[config.mk]
export PLATFORM = sky130hd
export DESIGN_NAME = csmg_front
export DESIGN_NICKNAME = d
export VERILOG_FILES = /design/src/rtl/core/csmg_pkg.sv /design/src/rtl/core/csmg_front.sv
export SDC_FILE = /design/constraint.sdc
export NUM_CORES = 1
export LEC_CHECK = 0
export BUFFER_PORTS_ARGS = -buffer_cell sky130_fd_sc_hd__buf_4
export CAP_MARGIN = 20
export CORE_ASPECT_RATIO = 1.2
export CORE_MARGIN = 2
export CORE_UTILIZATION = 50
export CTS_CLUSTER_DIAMETER = 40
export DETAILED_ROUTE_END_ITERATION = 16
export GPL_ROUTABILITY_DRIVEN = 0
export PLACE_DENSITY_LB_ADDON = 0.3
export SLEW_MARGIN = 20
export SYNTH_ARGS = -nofsm -noshare
export SYNTH_HDL_FRONTEND = slang
export SYNTH_SLANG_ARGS = --single-unit
[constraint.sdc]
create_clock -name clk -period 6.95 [get_ports clk]
set_input_delay 1.39 -clock clk [delete_from_list [all_inputs] [get_ports clk]]
set_output_delay 1.39 -clock clk [all_outputs]
set_load 0.05 [all_outputs]
[src/rtl/core/csmg_pkg.sv]
// ----------------------------------------------------------------------------
// csmg_pkg: shared types for the cube store
// Word layouts of both channels and the read/write mode codes.
// ----------------------------------------------------------------------------
package csmg_pkg;

  typedef struct packed {
    logic        mode;
    logic [3:0]  cell_x;
    logic [3:0]  cell_y;
    logic [3:0]  cell_z;
    logic [31:0] write_value;
  } in_word_t;

  typedef struct packed {
    logic [31:0] cell_value;
    logic        index_ok;
    logic [31:0] mean_value;
    logic [31:0] core_geomean;
    logic [31:0] corner_origin;
    logic [31:0] corner_xy;
    logic [31:0] corner_xz;
    logic [31:0] corner_yz;
  } out_word_t;

  localparam logic MODE_READ  = 1'b0;
  localparam logic MODE_WRITE = 1'b1;

endpackage

[src/rtl/core/csmg_front.sv]
// ----------------------------------------------------------------------------
// csmg_front: input queue
// Range-checks indices, flattens the address and holds words in a
// two-entry queue for the back end.
// ----------------------------------------------------------------------------
module csmg_front #(
  parameter int DIM = 10
) (
  input  logic                         clk,
  input  logic                         rst_n,
  input  logic                         in_push,
  output logic                         in_full,
  input  csmg_pkg::in_word_t           in_word,
  output logic                         cmd_valid,
  input  logic                         cmd_take,
  output logic                         cmd_ok,
  output logic                         cmd_write,
  output logic [$clog2(DIM*DIM*DIM)-1:0] cmd_addr,
  output logic [31:0]                  cmd_value
);

  localparam int AW = $clog2(DIM*DIM*DIM);
  localparam int QW = 1 + 1 + AW + 32;

  logic [QW-1:0] q_r [2];
  logic [QW-1:0] q_nxt;
  logic          rd_r, wr_r;
  logic [1:0]    cnt_r;
  logic          ok;
  logic [AW-1:0] addr;
  logic          push_ok, take_ok;

  assign ok = (32'(in_word.cell_x) < DIM) && (32'(in_word.cell_y) < DIM) &&
              (32'(in_word.cell_z) < DIM);
  assign addr = AW'((32'(in_word.cell_x) * DIM + 32'(in_word.cell_y)) * DIM
                    + 32'(in_word.cell_z));
  assign q_nxt = {ok, in_word.mode, ok ? addr : '0, in_word.write_value};

  assign in_full   = (cnt_r == 2'd2);
  assign cmd_valid = (cnt_r != 2'd0);
  assign push_ok   = in_push && !in_full;
  assign take_ok   = cmd_take && cmd_valid;
  assign {cmd_ok, cmd_write, cmd_addr, cmd_value} = q_r[rd_r];

  always_ff @(posedge clk) begin
    if (push_ok) begin
      q_r[wr_r] <= q_nxt;
    end
    if (!rst_n) begin
      rd_r  <= 1'b0;
      wr_r  <= 1'b0;
      cnt_r <= 2'd0;
    end else begin
      if (push_ok) wr_r <= !wr_r;
      if (take_ok) rd_r <= !rd_r;
      cnt_r <= cnt_r + {1'b0, push_ok} - {1'b0, take_ok};
    end
  end

endmodule

== Word-level counts from Yosys, hierarchy flattened ==
Memories as Yosys holds them, arrays and structs flattened. A register that Yosys moved wholly into a read port is not among the register bits.
Index checks and enable logic that the tools add are counted.
Storage, ports and cells
  flip-flop bits (word level): 4
  memory bits (writable): 88
  logic and storage cells: 27
  memories kept: 1
Operators by class
  $add $sub $neg: 4
  multiply operators: 2
  order comparisons: 3
  equal/unequal tests: 1
  muxes and demuxes: 5
  reduce and logical (&&, ||, !) cells: 8
Memory list
  q_r: depth 2, width 44, rd ports 1, clocked after Yosys merged registers in 1, wr ports 1, line csmg_front.sv:25  | logic [QW-1:0] q_r [2];
Operators with widths (count)
  $lt 4x4->1 const B: 3
  $add 10x4->10: 1
  $mux 10: 1
  $add 8x4->9: 1
  $mul 9x3->9 const B: 1
  $mul 4x3->7 const B: 1
  $logic_and 1x1->1: 4
  $mux 1: 4
  $logic_not 1->1: 3
  $add 2x1->2: 1
  $eq 2x2->1 const B: 1
  $reduce_bool 2->1: 1
  $sub 2x1->2: 1

== Depth between registers and ports, before layout ==
Gate-level depths: netlist of run 1.
  word-level depth: 5
  depth in mapped cells: 14
  mapped depth without buffers: 14

== Least setup slack after synthesis of run 1 ==
No wires, ideal clock.
  kind: in2reg
  from: input in_word[41] (netlist name)
  to: memory q_r[0][41] (netlist name), data pin
  setup time: 258 ps
  data arrival time: 4561 ps
  required time: 6692 ps
  setup slack: 2132 ps
  stages: 11
  cell sequence: ha_1 > ha_1 > fa_1 > xnor2_1 > ha_1 > ha_1 > xor2_1 > or3_4 > or4b_4 > xnor3_1 > and2_1
On the way
  longest elaborated chain between the ends: 5
  elaborated cells between the ends (all ways): 8
RTL lines
  start, declared: line csmg_front.sv:13  | input csmg_pkg::in_word_t in_word,
  $mul 4x3->7: line csmg_front.sv:35  | assign addr = AW'((32'(in_word.cell_x) * DIM + 32'(in_word.cell_y)) * DIM
  $add 8x4->9: line csmg_front.sv:35
  $mul 9x3->9: line csmg_front.sv:35
  $add 10x4->10: line csmg_front.sv:36  | + 32'(in_word.cell_z));
  $mux 10 *: line csmg_front.sv:37  | assign q_nxt = {ok, in_word.mode, ok ? addr : '0, in_word.write_value};
  net q_nxt[41]: line csmg_front.sv:26  | logic [QW-1:0] q_nxt;
  end, declared: line csmg_front.sv:25
Mark *: on every way through the listed nets, which the timed path passes. The rest lies on a longest branch.

== Worst setup path after layout of run 1 ==
  from: input in_word[41] (netlist name)
  to: memory q_r[1][41] (netlist name), data pin
Same word-level chain as after synthesis.

==> results of run 1 <==
-- critical path, cell delays in order --
cell and delay [ns]:
buf_4 0.13, ha_1 0.29, ha_1 0.23, fa_1 0.49, xnor2_1 0.26, ha_1 0.28, ha_1 0.33, xor2_1 0.21
or3_4 0.39, or4b_4 0.52, xnor3_1 0.18, and2_1 0.17
-- logic make-up after synthesis --
kind of cell,after synthesis,share of synthesized area
buffers and inverters,15,0.01341
AO/OA/AOI/OAI,21,0.03188
multiplexers,45,0.1204
XOR/XNOR,17,0.03874
adder cells (fa/ha/maj),27,0.08761
AND/OR/NAND/NOR,38,0.05482
flip-flops,93,0.6532
-- flip-flops by register name (all words and copies together), names as in the netlist, named ones only --
| signal | flops |
|---|---|
| rd_r | 1 |
| q_r | 88 |
| cnt_r | 2 |
| wr_r | 1 |
-- where the power goes --
group,leakage [µW],internal (µW),total [µW],switching [µW]
registers,0.000870,708,759,51.1
logic,0.00112,329,850,521
clock network,0.0000776,126,289,163
total,0.00207,1160,1900,735
-- routing by layer --
metal | share of wire | vias up | track usage
met4 | 0.019 | 0 | 0.06703
met3 | 0.065 | 9 | 0.05000
met5 | 0 | - | 0
met1 | 0.40 | 1126 | 0.1747
met2 | 0.51 | 68 | 0.2673
li1 | - | 1152 | -
-- metrics by stage --
stage | hold WS (ns) | setup slack [ns] | power [µW]
5_1_grt | 0.5687 | 2.067 | 1996
4_1_cts | 0.5514 | 2.203 | 1919
3_5_place_dp | 0.5359 | 1.825 | 1631
6_report | 0.5466 | 2.186 | 1898
3_3_place_gp | 0.5189 | 1.878 | 1616
2_1_floorplan | 0.5042 | 2.132 | 1404
-- final timing paths --
kind | slack [ns] | cells past startpoint | endpoint | start
worst max-delay path | 2.19 | 12 | q_r[1][41] | in_word[41]
worst min-delay path | 0.55 | 2 | register | rd_r
worst max register to register | 5.06 | 4 | q_r[0][5] | cnt_r[0]
worst min register to register | 0.55 | 2 | register | rd_r
-- layout by cell type, fill, tap and decap left out, types with 2 or more instances in the layout --
master    synthesis  routed
clkbuf_1          2       3
xnor2_1          12      12
edfxtp_1         88      88
xor2_1            4       4
a21o_1            6       6
inv_1            10      10
nor2b_1           2       2
or2_2             2       2
o21a_1            2       2
nor3b_1           2       2
nand2_1           3       3
mux2_2           44      44
and2_1            9       9
nand2b_1          2       2
nor2_1            9       8
fa_1              4       4
o21ai_0           5       5
buf_4             0      95
clkinv_2          0       2
nand3_1           2       2
a21oi_1           6       6
dfxtp_1           5       4
clkbuf_8          0       9
ha_1             23      23
-- synthesized netlist by cell type, drive strengths merged, types with 4 or more instances --
cell    count  share of area
a21o        6          0.011
xor2        4         0.0083
fa          4          0.019
edfxtp     88           0.63
and2        9          0.013
ha         23          0.069
o21ai       6         0.0080
mux2       44           0.12
xnor2      12          0.025
dfxtp       5          0.024
inv        10         0.0089
nor2        9         0.0080
a21oi       6         0.0072
-- area by class of cell --
class / count / area share
Clock buffer: 12 / 0.02601
Clock inverter: 3 / 0.002649
Inverter: 10 / 0.007225
Multi-Input combinational cell: 148 / 0.2712
Sequential cell: 93 / 0.5282
Tap cell: 114 / 0.02746
Timing Repair Buffer: 95 / 0.1373
==> flow_metrics.py, run 1 <==
metrics = {
    "run_status": {
        "outcome": "complete, no violations",
    },
    "route": {
        "detail-route-antenna-nets": 0,
        "drt-wirelength-per-cell_um": 14.94,
        "firstDrtPassIters": 4,
        "drt_iter0_drc": 84,
        "detailroute.via_count": 2355,
        "routed_via_density": 4.958,
        "drcViolationCount": 0,
        "drt-total-wl_mm": 7.097,
    },
    "timing": {
        "grt_setup_unrepaired": "no",
        "hold_viol_final": 0,
        "final.setup_skew_ns": 0.004199,
        "max_freq_ghz": 0.2099,
        "timing_worst_slew_pin_value_ns": 1.070,
        "finalSetupTns_ns": 0,
        "report.final.setup_viol": 0,
        "final_max_slew_viol_count": 0,
        "final_min_period_over_clock_period": 0.6855,
        "timing.max_slew.rel_slack": 0.2866,
        "layout_min_cycle_time_ns": 4.764,
    },
    "global_route": {
        "grt_overflow": 0,
        "number_of_global_route_vias_before_repair": 2283,
        "grt_pass1_wl_mm": 10.73,
        "pin_count_of_the_biggest_net_entering_global_routing": 45,
        "grt_use_total": 0.1561,
        "number_of_antenna_violations_at_the_first_check_in_global_routing": 0,
    },
    "critical_path": {
        "cp_data_required_time_ns": 7.05,
        "crit_path_end_kind": "register",
        "worstPathMaxFanout": 4,
        "cp-start-kind": "primary input",
        "cp.arrival_ns": 4.87,
        "cp_class": "primary input to register",
    },
    "power_and_ir_drop": {
        "power_leakage_uw": 0.002069,
        "ir_drop_mv": 0.1795,
        "power_per_unit_of_standard_cell_area_nw_per_um2": 365.4,
    },
    "finish": {
        "area_growth_pct": 23.72,
        "layoutNonFillerInstCount": 475,
        "finish.net_count": 433,
        "register_area_um2": 2744,
        "number_of_fill_cells": 645,
        "antennaDiodeCount": 0,
        "fin_area_um2": 5195,
        "multiInputGateArea_um2": 1409,
        "drive_above_1_share": 0.4404,
        "postLayoutCoreUtil": 0.6372,
    },
    "synthesis": {
        "synth.distinct_cells": 33,
        "yosys_register_bits": 93,
        "number_of_enable_type_register_cells_in_the_synthesized_netlist": 88,
        "synthArstFlopShare": 0,
        "syn_nets": 332,
        "netlist_instances": 256,
        "postSynth.topFlopCell": "edfxtp_1",
        "part_of_the_yosys_area_used_for_sequential_elements": 0.6532,
        "ys.warnings.count": 0,
        "syn_area_um2": 4199,
        "average_cell_area_after_synthesis_um2": 16.40,
    },
    "clocking": {
        "cts.htree.levels": 3,
        "tritoncts_clock_tree": "yes",
        "clock_transition_at_path_regs_ns": 0.08,
        "post_cts.repair.setup_buffers": 0,
        "clock_sink_count": 93,
        "worst_skew_pair.late_latency_ns": 0.35,
        "total_clock_buffers_created_by_cts": 9,
        "cts-root-to-sink-buffers": 2,
        "clockRootBuffer": "clkbuf_8",
        "post_cts_resized": 0,
        "number_of_buffers_added_to_fix_hold_violations_after_cts": 0,
    },
    "flow_run": {
        "max_cap_violations": 0,
    },
    "placement": {
        "hpwlAfterDp_mm": 5.037,
        "dpl.cell_count": 460,
        "placement.io_buffers": 94,
        "detailed_place.area_um2": 5046,
    },
    "floorplan": {
        "initial_core_util": 0.5150,
        "placementRows": 36,
        "die_w_um": 87.66,
        "core_area_um2": 8153,
        "ios": 95,
        "die_area_um2": 9150,
        "chipHeight_um": 104.4,
    },
    "min_path": {
        "timing.hold.worst.class": "register to register",
    },
}
Power figures use the tool's default switching activity.
==> run 2: changes to the inputs <==
- clock period: 6.95 -> 4.4 ns (I/O delays scaled with it)
==> run 2 against run 1 <==
Net effect:
- first-iteration DRC count unchanged
- core utilization increased by 2.0 points
- via count increased by 3.5%
- combinational power increased by 68%
- global-route usage increased by 1.5 points
- total power increased by 67%
- cell count increased by 2.9%
- worst hold slack improved by 0.014 ns
- count of clock-buffer cells in the layout unchanged
- critical path type unchanged
==> flow_metrics.py, run 2 (same netlist as run 1, synthesis figures left out) <==
metrics = {
    "clocking": {
        "tritoncts_clock_tree": "yes",
        "clock_sink_count": 93,
        "number_of_buffers_added_to_fix_hold_violations_after_cts": 0,
        "post_cts_resized": 0,
        "total_clock_buffers_created_by_cts": 9,
        "cts-root-to-sink-buffers": 2,
        "clockRootBuffer": "clkbuf_8",
        "cts.htree.levels": 3,
        "worst_skew_pair.late_latency_ns": 0.34,
        "post_cts.repair.setup_buffers": 0,
        "clock_transition_at_path_regs_ns": 0.08,
    },
    "timing": {
        "timing.max_slew.rel_slack": 0.3032,
        "final.setup_skew_ns": 0.005614,
        "hold_viol_final": 0,
        "pnr_worst_setup_slack_ns": 0.2185,
        "max_freq_ghz": 0.2392,
        "report.final.setup_viol": 0,
        "timing_worst_slew_pin_value_ns": 1.045,
        "final_max_slew_viol_count": 0,
        "layout_min_cycle_time_ns": 4.181,
        "hold-worst-slack_ns": 0.5602,
        "grt_setup_unrepaired": "no",
        "final_min_period_over_clock_period": 0.9503,
    },
    "placement": {
        "dpl.cell_count": 472,
        "place_worst_setup_slack_ns": -0.1768,
        "placement.io_buffers": 94,
        "hpwlAfterDp_mm": 5.277,
    },
    "critical_path": {
        "reg2reg_depth": 4,
        "cp-start-kind": "primary input",
        "r2r_end": "q_r[0][3]",
        "cp_data_required_time_ns": 4.49,
        "r2r_setup_slack_ns": 2.47,
        "cp_class": "primary input to register",
        "worstPathMaxFanout": 3,
        "crit_path_end_kind": "register",
        "regToRegStartpoint": "cnt_r[0]",
        "cp.arrival_ns": 4.28,
    },
    "global_route": {
        "grt_overflow": 0,
        "grt_pass1_wl_mm": 11.87,
        "grt_use_total": 0.1707,
        "number_of_antenna_violations_at_the_first_check_in_global_routing": 0,
        "number_of_global_route_vias_before_repair": 2618,
        "pin_count_of_the_biggest_net_entering_global_routing": 45,
    },
    "route": {
        "firstDrtPassIters": 4,
        "detailroute.via_count": 2437,
        "routed_via_density": 4.984,
        "met2_wl_mm": 3.951,
        "detail-route-antenna-nets": 0,
        "drt-wirelength-per-cell_um": 15.21,
        "detailroute.wirelength.met3_um": 379,
        "highest-signal-layer": "met4",
        "drt-total-wl_mm": 7.436,
        "drcViolationCount": 0,
        "met1_length_mm": 2.992,
        "drt_iter0_drc": 84,
    },
    "min_path": {
        "timing.hold.worst.class": "register to register",
        "holdPathStages": 2,
        "hold_path_startpoint": "rd_r",
    },
    "power_and_ir_drop": {
        "power_leakage_uw": 0.002157,
        "power_per_unit_of_standard_cell_area_nw_per_um2": 591.2,
        "ir_drop_mv": 0.2267,
    },
    "finish": {
        "area_growth_pct": 27.56,
        "number_of_flip_flops_in_the_largest_register": 88,
        "postLayoutCoreUtil": 0.6570,
        "layoutNonFillerInstCount": 489,
        "reg_top3": "q_r: 88 flops, cnt_r: 2 flops",
        "antennaDiodeCount": 0,
        "number_of_fill_cells": 606,
        "drive_above_1_share": 0.4667,
        "mostFrequentLayoutCell": "buf_4",
        "mostFrequentLayoutCells": "buf_4 (107), edfxtp_1 (88), mux2_2 (44)",
        "largest-register": "q_r",
        "finish.net_count": 446,
    },
    "run_status": {
        "outcome": "complete, no violations",
    },
    "floorplan": {
        "ios": 95,
        "chipHeight_um": 104.4,
        "die_w_um": 87.66,
        "initial_core_util": 0.5150,
        "placementRows": 36,
        "die_area_um2": 9150,
        "core_area_um2": 8153,
    },
    "flow_run": {
        "max_cap_violations": 0,
    },
}
## run 2: critical path, cell delays in order
cell     delay (ns)
buf_4          0.11
ha_1           0.28
ha_1           0.23
fa_1           0.49
xnor2_1        0.25
ha_1           0.27
ha_1           0.32
xor2_1         0.18
or3_4          0.38
or4b_4         0.52
xnor3_1        0.18
and2_1         0.18
## run 2: metrics by stage
step,TNS (ns),instance area (µm²),total power [µW]
2_1_floorplan,0,4199,2217
3_3_place_gp,-0.1085,5136,2622
3_5_place_dp,-0.3535,5136,2651
4_1_cts,0,5329,3195
5_1_grt,0,5356,3340
6_report,0,5356,3167
## run 2: layout make-up
cell class | instances | area [µm²] | share of cell area
timing repair buffer | 108 | 830.8 | 0.1551
multi-input combinational | 148 | 1409 | 0.2630
tap | 114 | 142.6 | 0.02663
clock inverter | 4 | 47.55 | 0.008876
inverter | 10 | 37.54 | 0.007008
sequential | 93 | 2744 | 0.5123
clock buffer | 12 | 145.1 | 0.02710
## run 2: power breakdown
| group | total [µW] | internal [µW] | switching (µW) | leakage (µW) |
|---|---|---|---|---|
| clock | 540 | 277 | 264 | 0.0000964 |
| sequential | 1200 | 1120 | 81.3 | 0.000870 |
| combinational | 1430 | 582 | 845 | 0.00119 |
## run 2: routing by layer
metal | GRT usage | up-vias
met5 | 0 | -
met1 | 0.1867 | 1174
met2 | 0.3052 | 72
met4 | 0.06703 | 0
li1 | - | 1184
met3 | 0.04683 | 7
## run 2: how the worst max path moves through the flow
stage,startpoint,end,slack (ns)
2_1_floorplan,in_word[41],q_r[0][41],0.09
3_3_place_gp,in_word[41],q_r[0][41],-0.05
3_5_place_dp,in_word[41],q_r[0][41],-0.18
4_1_cts,in_word[41],q_r[0][41],0.22
5_1_grt,in_word[41],q_r[0][41],0.08
6_report,in_word[41],q_r[0][41],0.22
